===== src/rtl/sfra_pkg.sv =====
// Shared constants and types of the sensor frame receiver.
package sfra_pkg;

    localparam logic [7:0] CH_START   = 8'h53;  // 'S'
    localparam logic [7:0] CH_HEAD    = 8'h59;  // 'Y'
    localparam logic [7:0] CH_TAIL    = 8'h48;  // 'H'
    localparam logic [7:0] CH_ZERO    = 8'h30;  // '0'
    localparam logic [7:0] TEN        = 8'd10;
    localparam logic [7:0] THRESH_RST = 8'd20;

    // Slots 0..6 live in the cell chain; slot 7 is the closing byte itself.
    localparam int unsigned NUM_CELLS = 7;
    localparam logic [2:0]  LAST_SLOT = 3'd7;
    localparam logic [2:0]  PRE_LAST  = 3'd6;

    // Register index decoded from paddr[2].
    localparam logic REG_THRESH = 1'b0;

    // Per-cell control: load overwrites the first cell, shift moves the chain.
    typedef struct packed {
        logic load;
        logic shift;
    } t_cell_ctl;

    // One finished frame.
    typedef struct packed {
        logic       frame_ok;
        logic [7:0] temp_tens_char;
        logic [7:0] temp_units_char;
        logic [7:0] hum_tens_char;
        logic [7:0] hum_units_char;
        logic [7:0] temperature;
        logic       over_threshold;
    } t_result;

endpackage


===== src/rtl/sfra_cell.sv =====
// One byte cell of the frame chain.
module sfra_cell (
    input  logic                 i_clk,
    input  sfra_pkg::t_cell_ctl  i_ctl,
    input  logic [7:0]           i_byte,
    output logic [7:0]           o_byte
);
    import sfra_pkg::*;

    logic [7:0] r_byte;

    // Take the neighbor's byte on a shift, or the new byte on a restart load.
    always_ff @(posedge i_clk) begin
        if (i_ctl.shift || i_ctl.load) begin
            r_byte <= i_byte;
        end
    end

    assign o_byte = r_byte;

endmodule


===== src/rtl/sfra_eval.sv =====
// Frame check, temperature decode and threshold compare.
module sfra_eval (
    input  logic [7:0]        i_slot0,
    input  logic [7:0]        i_slot1,
    input  logic [7:0]        i_slot2,
    input  logic [7:0]        i_slot3,
    input  logic [7:0]        i_slot4,
    input  logic [7:0]        i_slot5,
    input  logic [7:0]        i_slot6,
    input  logic [7:0]        i_slot7,
    input  logic [7:0]        i_threshold,
    output sfra_pkg::t_result o_result
);
    import sfra_pkg::*;

    logic [7:0]  tens_val;
    logic [7:0]  units_val;
    logic [7:0]  tens_x10;
    logic [7:0]  temp;
    logic        ok;

    // Digit values wrap modulo 256 for non-digit characters.
    assign tens_val  = i_slot3 - CH_ZERO;
    assign units_val = i_slot4 - CH_ZERO;
    assign tens_x10  = tens_val * TEN;
    assign temp      = tens_x10 + units_val;

    // Header "SYY" and trailer 'H'.
    assign ok = (i_slot0 == CH_START) && (i_slot1 == CH_HEAD) &&
                (i_slot2 == CH_HEAD) && (i_slot7 == CH_TAIL);

    always_comb begin
        o_result.frame_ok        = ok;
        o_result.temp_tens_char  = i_slot3;
        o_result.temp_units_char = i_slot4;
        o_result.hum_tens_char   = i_slot5;
        o_result.hum_units_char  = i_slot6;
        o_result.temperature     = temp;
        o_result.over_threshold  = ok && (temp >= i_threshold);
    end

endmodule


===== src/rtl/sensor_frame_receiver_alarm_core.sv =====
// Top level of the sensor frame receiver with temperature alarm.
//
// Input channel (i_rx_valid / o_rx_ready / i_rx_byte): one received serial
// byte per beat. While idle every byte but 'S' is dropped; 'S' opens a frame
// and the next seven bytes fill slots 1 to 7 (an 'S' in slot 1 reopens it).
// The byte that fills slot 7 produces one result beat on the output channel
// (o_res_valid / i_res_ready) in the cycle after it is accepted; all other
// bytes produce nothing. Bytes shift through a chain of seven byte cells, so
// the frame is complete the moment its closing byte arrives. The result sits
// in an output register. Throughput is one byte per cycle, also while the
// result waits; only the byte that would close the next frame is held off
// (o_rx_ready low) until the pending result beat is taken.
// Configuration: APB register 0 (address 0) is the 8-bit temperature
// threshold, reset value 20; write it only while the block is idle.
// Synchronous active-low reset clears the frame position, the receiving
// flag and the output valid; the threshold returns to 20.
module sensor_frame_receiver_alarm_core (
    input  logic        i_clk,
    input  logic        i_rst_n,
    // serial byte input
    input  logic        i_rx_valid,
    output logic        o_rx_ready,
    input  logic [7:0]  i_rx_byte,
    // frame result output
    output logic        o_res_valid,
    input  logic        i_res_ready,
    output logic        o_frame_ok,
    output logic [7:0]  o_temp_tens_char,
    output logic [7:0]  o_temp_units_char,
    output logic [7:0]  o_hum_tens_char,
    output logic [7:0]  o_hum_units_char,
    output logic [7:0]  o_temperature,
    output logic        o_over_threshold,
    // configuration
    input  logic        psel,
    input  logic        penable,
    input  logic        pwrite,
    input  logic [2:0]  paddr,
    input  logic [31:0] pwdata,
    output logic [31:0] prdata,
    output logic        pready
);
    import sfra_pkg::*;

    logic [2:0]  r_pos;
    logic [2:0]  n_pos;
    logic        r_receiving;
    logic        n_receiving;
    logic [7:0]  r_threshold;
    logic        r_out_valid;
    t_result     r_out;

    logic        accept;
    logic        start;
    logic        store;
    logic        complete;
    logic        cfg_write;
    t_cell_ctl   head_ctl;
    t_cell_ctl   body_ctl;
    logic [7:0]  cell_q [NUM_CELLS];
    t_result     result;

    // Hold off only the closing byte while a result is still pending.
    assign o_rx_ready = !(r_out_valid && !i_res_ready && r_receiving && (r_pos == PRE_LAST));
    assign accept     = i_rx_valid && o_rx_ready;

    assign start    = accept && (i_rx_byte == CH_START) && (r_pos == '0);
    assign store    = accept && !start && r_receiving;
    assign complete = store && ((r_pos + 3'd1) == LAST_SLOT);

    // Advance the slot position and the receiving flag.
    always_comb begin
        n_pos       = r_pos;
        n_receiving = r_receiving;
        if (start) begin
            n_receiving = 1'b1;
        end else if (complete) begin
            n_pos       = '0;
            n_receiving = 1'b0;
        end else if (store) begin
            n_pos = r_pos + 3'd1;
        end
    end

    always_ff @(posedge i_clk) begin
        if (!i_rst_n) begin
            r_pos       <= '0;
            r_receiving <= 1'b0;
        end else begin
            r_pos       <= n_pos;
            r_receiving <= n_receiving;
        end
    end

    // Drive the cell chain: restart loads the first cell, a stored byte shifts all.
    always_comb begin
        head_ctl.load  = start;
        head_ctl.shift = store;
        body_ctl.load  = 1'b0;
        body_ctl.shift = store;
    end

    sfra_cell u_cell_head (
        .i_clk  (i_clk),
        .i_ctl  (head_ctl),
        .i_byte (i_rx_byte),
        .o_byte (cell_q[0])
    );

    for (genvar k = 1; k < NUM_CELLS; k++) begin : g_cell
        sfra_cell u_cell (
            .i_clk  (i_clk),
            .i_ctl  (body_ctl),
            .i_byte (cell_q[k-1]),
            .o_byte (cell_q[k])
        );
    end

    // At the closing byte cell k holds slot 6-k.
    sfra_eval u_eval (
        .i_slot0     (cell_q[6]),
        .i_slot1     (cell_q[5]),
        .i_slot2     (cell_q[4]),
        .i_slot3     (cell_q[3]),
        .i_slot4     (cell_q[2]),
        .i_slot5     (cell_q[1]),
        .i_slot6     (cell_q[0]),
        .i_slot7     (i_rx_byte),
        .i_threshold (r_threshold),
        .o_result    (result)
    );

    // Output register: load on frame completion, drop once the beat is taken.
    always_ff @(posedge i_clk) begin
        if (!i_rst_n) begin
            r_out_valid <= 1'b0;
        end else if (complete) begin
            r_out_valid <= 1'b1;
        end else if (i_res_ready) begin
            r_out_valid <= 1'b0;
        end
    end

    always_ff @(posedge i_clk) begin
        if (complete) begin
            r_out <= result;
        end
    end

    assign o_res_valid       = r_out_valid;
    assign o_frame_ok        = r_out.frame_ok;
    assign o_temp_tens_char  = r_out.temp_tens_char;
    assign o_temp_units_char = r_out.temp_units_char;
    assign o_hum_tens_char   = r_out.hum_tens_char;
    assign o_hum_units_char  = r_out.hum_units_char;
    assign o_temperature     = r_out.temperature;
    assign o_over_threshold  = r_out.over_threshold;

    // Configuration register.
    assign pready    = 1'b1;
    assign cfg_write = psel && penable && pwrite && pready;

    always_ff @(posedge i_clk) begin
        if (!i_rst_n) begin
            r_threshold <= THRESH_RST;
        end else if (cfg_write && (paddr[2] == REG_THRESH)) begin
            r_threshold <= pwdata[7:0];
        end
    end

    // Read back; paddr[1:0] is the byte lane and does not select a register.
    always_comb begin
        prdata = '0;
        unique case (paddr[2])
            REG_THRESH: prdata = {24'd0, r_threshold};
            default:    prdata = '0;
        endcase
    end

endmodule


===== config.mk =====
export PLATFORM = sky130hd
export DESIGN_NAME = sensor_frame_receiver_alarm_core
export DESIGN_NICKNAME = d
export VERILOG_FILES = /design/src/rtl/sfra_pkg.sv /design/src/rtl/sfra_cell.sv /design/src/rtl/sfra_eval.sv /design/src/rtl/sensor_frame_receiver_alarm_core.sv
export SDC_FILE = /design/constraint.sdc
export NUM_CORES = 1
export LEC_CHECK = 0
export BUFFER_PORTS_ARGS = -buffer_cell sky130_fd_sc_hd__clkbuf_2
export CAP_MARGIN = 40
export CORE_AREA = 2 2 110 112
export CTS_BUF_LIST = sky130_fd_sc_hd__clkbuf_4
export DETAILED_ROUTE_END_ITERATION = 6
export DIE_AREA = 0 0 112 114
export PLACE_DENSITY = 0.75
export SYNTH_ARGS = -nofsm -noshare
export SYNTH_HDL_FRONTEND = slang
export SYNTH_SLANG_ARGS = --single-unit

===== constraint.sdc =====
create_clock -name i_clk -period 3 [get_ports i_clk]
set_input_delay 0.15 -clock i_clk [delete_from_list [all_inputs] [get_ports i_clk]]
set_output_delay 0.15 -clock i_clk [all_outputs]
set_load 0.03 [all_outputs]

After elaboration in Yosys (flattened, before gate mapping)
Index checks and enable logic that the tools add are counted.

Add/sub/neg operators: 4. Multiply operators: 1. Magnitude comparators: 1. Equal/unequal tests: 7. Multiplexer cells: 7. Bitwise gates (word level): 2. Reduce and logical (&&, ||, !) cells: 25.

Operators with widths (number): $eq 8x7->1 const B (5); $logic_and 1x1->1 (16); $sub 8x6->8 const B (2); $add 8x8->8 (1); $ge 8x8->1 (1); $mul 8x3->7 const B (1); $mux 8 (1); $eq 3x3->1 const B (2); $mux 3 (2); $reduce_bool 2->1 (3); $mux 1 (4); $add 3x1->3 const B (1); $logic_not 1->1 (3); $logic_not 3->1 (1); $not 1->1 (2); $reduce_and 2->1 (1); $logic_or 1x1->1 (1).

Flip-flop bits (word level): 111. Bits of input ports: 50. Word-level logic and storage cells: 65.

Longest topological paths before layout
Gate-level depths: netlist (run 1).

Word-level depth: 14. Mapped depth: 14.

By module
A second synthesis (run 1) with hierarchy kept.

Cell total of the unflattened synthesis: 335. Area, all modules: 4901.0 µm².

Modules (own cells, without submodules): sensor_frame_receiver_alarm_core (times used 1, cells an instance 154, area an instance 2184.6 µm²); sfra_cell (times used 7, cells an instance 9, area an instance 246.5 µm²); sfra_eval (times used 1, cells an instance 118, area an instance 991.0 µm²).

Least setup slack after synthesis (run 1)
Ideal clock, no wire load.

Kind: reg2reg. From: register g_cell[3].u_cell.r_byte[4]. To: register r_out, in the netlist o_over_threshold, data pin. Setup time: 0.265 ns. Data arrival time: 2.987 ns. Required time: 2.735 ns. Setup slack: -0.253 ns. Stages on the path, launching flop included: 14. Path buffers: 0. Path through: edfxtp_1 ha_1 ha_1 ha_1 xnor2_1 ha_1 inv_1 ha_1 a21oi_1 o21ai_0 xnor2_1 ha_1 a211oi_1 a31oi_1.

RTL lines: from (decl) (line sfra_cell.sv:10) `logic [7:0] r_byte;`; from (signal assigned) (line sfra_cell.sv:15) `r_byte <= i_byte;`; to (signal assigned) (line sensor_frame_receiver_alarm_core.sv:146) `r_out <= result;`; to (decl) (line sensor_frame_receiver_alarm_core.sv:51) `t_result r_out;`.

==> impl_metrics.py, run 1 <==
metrics = {
    "sta": {
        "finalCritPeriodShare_pct": 109,
        "hold_viol_final": 0,
        "rsz0062_at_grt": "yes",
        "setup_ws_ns": -0.285,
        "clock_skew_ns": 0.0265,
        "tightest_slew_ns": 0.743,
        "slew_violations": 0,
        "setup_violations": 1,
        "slew_headroom_pct": 49.8,
        "period_needed_ns": 3.28,
        "fmax_mhz": 304,
        "setup-tns-final_ns": -0.285,
    },
    "setup_path": {
        "cp.arrival_ns": 3.52,
        "cp_max_fo": 4,
        "required_ns": 3.23,
        "slowest_delay_ns": 0.51,
        "crit_path_cell_trace": "inv_1 -> ha_4 -> fa_2 -> xnor2_2 -> ha_1 -> inv_2 -> ha_4 -> a21oi_4 -> o21ai_2 -> xnor2_1 -> ha_1 -> a211oi_2 -> a31oi_1",
        "cp-end-kind": "flip-flop",
        "crit_slowest_cell": "edfxtp_1",
        "reg2reg_from": "g_cell[3].u_cell.o_byte[4]",
        "critPathLaunch": "g_cell[3].u_cell.o_byte[4]",
        "critical_path_class": "reg2reg",
        "rr_worst_depth": 13,
        "start_kind": "flip-flop",
        "ff2ff_setup_slack_ns": -0.28,
    },
    "routing": {
        "wire_per_inst_um": 15.2,
        "drt.antenna.violating_nets": 0,
        "routed_via_density": 4.58,
        "vias": 2563,
        "drc": 0,
        "drt_pass1_iterations": 4,
        "drt-total-wl_um": 8470,
        "drt-initial-drc-count": 105,
    },
    "die": {
        "die_width_um": 112,
        "rows": 40,
        "core_area_um2": 11700,
        "io_pins": 127,
        "dieArea_um2": 12800,
        "start_util_pct": 38.8,
        "die_h_um": 114,
    },
    "job": {
        "drv_cap": 0,
    },
    "power": {
        "power_leakage_nw": 2.14,
        "power_mw": 2.48,
        "pwr_density_cell_nw_per_um2": 444,
        "ir_drop_uv": 206,
    },
    "place": {
        "gp_congestion": 0.760,
        "hpwl_um": 5930,
        "port-buffer-count": 75,
        "dp_slack_ns": -0.229,
    },
    "global_routing": {
        "grt_overflow_total": 0,
        "first_global_vias": 2499,
        "grt_pass1_wl_um": 12200,
        "track_usage_pct": 12.8,
        "antenna_found_initial": 1,
        "grt_max_degree": 51,
    },
    "outcome": {
        "outcome": "complete, but fails checks",
        "violations": "negative setup slack",
    },
    "min_path": {
        "hold_depth": 2,
        "hp-class": "in2reg",
        "holdCritStartpoint": "i_rst_n",
    },
    "logic_synthesis": {
        "yosys.area_share.xor_xnor_pct": 2.12,
        "seq_area_frac_synth_pct": 69.8,
        "yosys.area_share.simple_pct": 7.18,
        "synth_compound_area_share_pct": 5.17,
        "async_flop_share_pct": 0,
        "syn_area_um2": 4550,
        "synthAdderAreaFrac_pct": 9.41,
        "synth_cell_types": 42,
        "synth_edf_count": 97,
        "synth_top_family_by_area": "adder cells",
        "syn_inst": 289,
        "syn_area_per_cell_um2": 15.7,
        "yosys_register_bits": 110,
        "yosys_warnings": 0,
        "yosysTopAreaCell": "edfxtp_1",
        "yosys-top-cells-area": "edfxtp_1 (64%), ha_1 (8.5%), dfxtp_1 (5.7%)",
        "ys.flop_type": "edfxtp_1",
        "synthMuxAreaShare_pct": 0,
        "synth_top_area_share_pct": 64.1,
    },
    "clock_tree": {
        "cts_sinks": 110,
        "clock_path_buffers": 2,
        "cts_root_buf": "clkbuf_4",
        "cts_buffers": 9,
        "htreeDepth": 3,
        "clk_pin_slew_worst_paths_ns": 0.16,
        "insertion_delay_ns": 0.48,
        "cts_tree": "yes",
    },
    "layout": {
        "finalNetCount": 489,
        "final_layout_size_suffix_gt1_share_pct": 33.3,
        "syn_to_final_growth_pct": 22.9,
        "final_util_pct": 47.7,
    },
}
## per-layer routing
metal | track usage [%] | wire length (µm) | share of wire [%] | vias up
met5 | 0 | 0 | 0 | -
met4 | 5.28 | 147 | 1.7 | 0
met3 | 3.61 | 418 | 4.9 | 11
met2 | 22.9 | 4470 | 53 | 59
met1 | 14.4 | 3430 | 41 | 1253
li1 | - | - | - | 1240
## state kept, by name, summed over array words and instances (netlist names)
| register | cells |
|---|---|
| o_over_threshold | 1 |
| r_pos | 3 |
| o_hum_tens_char | 8 |
| u_cell_head.o_byte | 8 |
| g_cell.u_cell.o_byte | 48 |
| r_receiving | 1 |
| o_temp_units_char | 8 |
| o_temperature | 7 |
| o_frame_ok | 1 |
| o_temp_tens_char | 8 |
| o_res_valid | 1 |
| o_hum_units_char | 8 |
| r_threshold | 8 |
## layout make-up
class,count,area [µm²]
Timing Repair Buffer,112,699
Sequential cell,110,3170
Multi-Input combinational cell,155,1320
Clock inverter,6,62.6
Tap cell,147,184
Fill cell,1054,6120
Inverter,18,72.6
Clock buffer,10,75.1
Antenna cell,1,2.50
## where the power goes
group          switching, mW  leakage, nW  internal, mW
registers            0.00153        0.972          1.64
clock network          0.518       0.0767         0.204
logic                 0.0741         1.09        0.0386
total                  0.594         2.14          1.89
## cells in the mapped netlist (3+ instances only)
library cell / number
nor4bb_1: 4
nand2_1: 21
a21oi_1: 5
ha_1: 31
a21o_1: 4
xnor2_1: 10
edfxtp_1: 97
and4b_1: 3
nor2b_1: 3
buf_4: 26
nor2_1: 8
inv_1: 17
a21boi_1: 7
dfxtp_1: 13
nand4_1: 3
## worst paths after layout
check | end
worst max-delay path | o_over_threshold
worst min-delay path | r_threshold[4]
worst max register to register | o_over_threshold
worst min register to register | g_cell[5].u_cell.o_byte[2]
## critical path: cells and delay by family, from the launching register on
family | cells | cell delay, ns
adders and majority gates | 5 | 1.44
AOI/OAI and AO/OA | 4 | 0.54
DFF | 1 | 0.51
xor gates and xnor gates | 2 | 0.36
buffers and inverters | 2 | 0.22
## layout by cell type, fill, tap and decap left out, drive strengths merged, types with 3 or more instances in the layout
cell type	Yosys	final
edfxtp	97	97
clkbuf	2	85
ha	31	31
conb	2	25
nand2	21	21
inv	17	21
buf	27	20
dlygate4sd3	0	17
dfxtp	13	13
xnor2	10	10
nor2	9	9
a21boi	9	9
a21oi	5	5
a21o	4	4
nor4bb	4	4
and4b	4	4
nor2b	3	3
nand4	3	3
clkinv	1	3
nor4b	3	3
o21ai	3	3
## logic make-up after synthesis
family,after synthesis
AND/OR/NAND/NOR,54
buffers and inverters,47
flip-flops,110
AO/OA/AOI/OAI,32
adder cells (fa/ha/maj),33
other,2
XOR/XNOR,11
## metrics by stage
stage	hold slack, ns	cells	cell area, µm²
finish	0.0145	559	5590
global route	0.00765	559	5590
CTS	0.00297	555	5490
detailed placement	0.358	520	5140
global placement	0.350	520	5140
floorplan	0.249	312	4670
## repair_timing
action / 4_1_cts / 5_1_grt
hold buffers: 17 / 0
setup buffers: 2 / 3
endpoints found under the setup margin: 1 / 1
pin swaps: 8 / 13
endpoints found under the hold margin: 17 / 0
resized for setup: 3 / 10
Power figures use the tool's default switching activity.
==> inputs of run 2 (changes only) <==
--- a/config.mk
+++ b/config.mk
@@ -5,12 +5,13 @@
 export SDC_FILE = /design/constraint.sdc
 export NUM_CORES = 1
 export LEC_CHECK = 0
+export ABC_AREA = 1
 export BUFFER_PORTS_ARGS = -buffer_cell sky130_fd_sc_hd__clkbuf_2
 export CAP_MARGIN = 40
-export CORE_AREA = 2 2 110 112
+export CORE_AREA = 2 2 112 114
 export CTS_BUF_LIST = sky130_fd_sc_hd__clkbuf_4
 export DETAILED_ROUTE_END_ITERATION = 6
-export DIE_AREA = 0 0 112 114
+export DIE_AREA = 0 0 114 116
 export PLACE_DENSITY = 0.75
 export SYNTH_ARGS = -nofsm -noshare
 export SYNTH_HDL_FRONTEND = slang
==> run 2 against run 1 <==
  * The flow still finishes with violations (negative setup slack)
  * Final cell count rose by 13%
  * Largest cell class unchanged
  * Critical endpoint unchanged
  * Global-route usage rose by 1.2 points
  * Power rose by 0.55%
  * Die area rose by 3.6%
==> impl_metrics.py, run 2 <==
metrics = {
    "routing": {
        "drc": 0,
        "drt-total-wl_um": 8770,
        "wire_per_inst_um": 13.9,
        "drt_pass1_iterations": 4,
        "vias": 2846,
        "routed_via_density": 4.50,
        "drt-initial-drc-count": 199,
        "drt.antenna.violating_nets": 0,
    },
    "setup_path": {
        "cp-end-kind": "flip-flop",
        "r2r_end": "o_over_threshold",
        "worst_path_most_repeated_cell": "ha_4",
        "start_kind": "flip-flop",
        "crit_slowest_cell": "edfxtp_1",
        "rr_worst_depth": 21,
        "critical_path_class": "reg2reg",
        "required_ns": 3.25,
        "reg2reg_from": "g_cell[3].u_cell.o_byte[1]",
        "crit_path_cell_trace": "ha_4 -> ha_4 -> fa_2 -> xnor2_1 -> ha_1 -> inv_2 -> ha_4 -> nand2_2 -> inv_2 -> nand3_2 -> nand3_2 -> inv_1 -> nand2_1 -> nand2_1 -> inv_2 -> ha_4 -> a21oi_2 -> o21a_1 -> nand3_1 -> nand2_1 -> inv_1",
        "path_delay_family": "adder cells",
        "cp_num_buf_inv": 5,
        "cp.arrival_ns": 3.48,
        "ff2ff_setup_slack_ns": -0.22,
        "slowest_delay_ns": 0.47,
        "cp_max_fo": 3,
    },
    "global_routing": {
        "track_usage_pct": 14.0,
        "grt_pass1_wl_um": 14000,
        "grt_overflow_total": 0,
        "first_global_vias": 2813,
        "antenna_found_initial": 0,
        "grt_max_degree": 42,
    },
    "layout": {
        "layout_commonest_cell": "edfxtp_1",
        "finalNetCount": 563,
        "final_cell_mix": "edfxtp_1 (97), clkbuf_2 (75), inv_1 (52)",
        "syn_to_final_growth_pct": 24.1,
        "largest_register_ffs": 48,
        "n_fill_cell": 1082,
        "final_layout_size_suffix_gt1_share_pct": 27.8,
        "antenna_cells": 0,
        "fin_cells": 632,
    },
    "min_path": {
        "hold_depth": 3,
        "holdCritStartpoint": "i_rst_n",
        "holdPathEnd": "o_res_valid",
        "hp-class": "in2reg",
    },
    "sta": {
        "fmax_mhz": 310,
        "setup_violations": 1,
        "slew_violations": 0,
        "setup-tns-final_ns": -0.225,
        "rsz0062_at_grt": "yes",
        "finalCritPeriodShare_pct": 107,
        "setup_ws_ns": -0.225,
        "clock_skew_ns": 0.0299,
        "hold_viol_final": 0,
        "fin_hold_ws_ns": 0.0933,
        "period_needed_ns": 3.22,
    },
    "power": {
        "power_leakage_nw": 2.40,
        "power_mw": 2.49,
        "ir_drop_uv": 178,
        "pwr_density_cell_nw_per_um2": 430,
    },
    "logic_synthesis": {
        "seq_area_frac_synth_pct": 67.9,
        "syn_inst": 357,
        "yosys_warnings": 0,
        "async_flop_share_pct": 0,
        "synthTopCellsByCount": "edfxtp_1 (97), inv_1 (56), nand2_1 (38)",
        "syn_area_per_cell_um2": 13.1,
        "yosysTopAreaCell": "edfxtp_1",
        "synth_cell_types": 25,
        "synth_top_area_share_pct": 62.4,
        "ys.flop_type": "edfxtp_1",
        "yosys_register_bits": 110,
        "yosys-top-cells-area": "edfxtp_1 (62%), ha_1 (8.3%), dfxtp_1 (5.6%)",
        "synth_most_common_cell": "edfxtp_1",
        "synth_edf_count": 97,
        "syn_area_um2": 4670,
    },
    "place": {
        "dp_cells": 589,
        "hpwl_um": 6440,
        "gp_congestion": 0.823,
        "port-buffer-count": 75,
    },
    "clock_tree": {
        "cts_buffers": 9,
        "cts_root_buf": "clkbuf_4",
        "htreeDepth": 3,
        "insertion_delay_ns": 0.46,
        "clk_pin_slew_worst_paths_ns": 0.18,
        "clock_path_buffers": 2,
        "cts_sinks": 110,
        "cts_tree": "yes",
    },
    "die": {
        "io_pins": 127,
        "start_util_pct": 39.2,
        "core_area_um2": 11900,
        "dieArea_um2": 13200,
        "die_h_um": 116,
        "die_width_um": 114,
        "rows": 40,
    },
    "job": {
        "drv_cap": 0,
    },
    "outcome": {
        "outcome": "complete, but fails checks",
        "violations": "negative setup slack",
    },
}
-- run 2: worst max-delay path by stage --
stage                             to  slack (ns)  cells past startpoint                        from
finish              o_over_threshold       -0.22                     21  g_cell[3].u_cell.o_byte[1]
global route        o_over_threshold       -0.42                     21  g_cell[3].u_cell.o_byte[1]
CTS                 o_over_threshold       -0.23                     21  g_cell[3].u_cell.o_byte[1]
detailed placement  o_over_threshold       -0.42                     20  g_cell[3].u_cell.o_byte[3]
global placement    o_over_threshold       -0.30                     20  g_cell[3].u_cell.o_byte[3]
floorplan           o_over_threshold       -0.31                     20  g_cell[3].u_cell.o_byte[3]
-- run 2: report_power, final --
| part | switching, mW | total [mW] | leakage, nW | internal (mW) |
|---|---|---|---|---|
| clock network | 0.518 | 0.716 | 0.0787 | 0.198 |
| registers | 0.00141 | 1.65 | 0.977 | 1.65 |
| logic | 0.0843 | 0.131 | 1.34 | 0.0466 |
-- run 2: what timing repair did --
action | in CTS | in global routing
pin swaps | 12 | 1
buffers inserted | 1 | 0
resized for setup | 13 | 1
setup endpoints to repair | 1 | 1
hold buffers | 26 | 0
hold endpoints to repair | 18 | 0
-- run 2: cell families (layout without fill, tap and decap cells) --
kind of cell    count (synthesis)  after routing  synth area share (%)
simple gates                   90             90                  9.08
xor+xnor                        6              6                  1.13
compound gates                 30             30                  3.43
other cells                     2             25                 0.161
fa+ha+maj                      33             33                  9.16
flops                         110            110                  67.9
buf+inv                        86            191                  9.11
-- run 2: per-layer routing --
layer,up-vias,GRT usage (%),share of wire [%]
met5,-,0,0
met4,0,4.15,1.0
met3,9,3.24,5.9
met2,93,24.1,50
met1,1330,17.7,43
li1,1414,-,-
-- run 2: layout make-up --
type	count	area (µm²)	area share (%)
Clock buffer	9	67.6	1.17
Clock inverter	7	75.1	1.30
Inverter	58	218	3.76
Multi-Input combinational cell	184	1310	22.6
Sequential cell	110	3170	54.7
Tap cell	147	184	3.17
Timing Repair Buffer	117	768	13.3
-- run 2: through the flow --
stage / instance area, µm² / utilization (%) / setup slack [ns]
4_1_cts: 5800 / 48.7 / -0.228
3_5_place_dp: 5300 / 44.5 / -0.421
2_1_floorplan: 4820 / - / -0.306
3_3_place_gp: 5300 / 44.5 / -0.297
5_1_grt: 5800 / 48.7 / -0.419
6_report: 5800 / 48.7 / -0.225
-- run 2: tightest hold or removal path: cells and delay by family --
kind / cells / cell delay (ns)
AO/OA/AOI/OAI: 1 / 0.06
buffers and inverters: 2 / 0.32
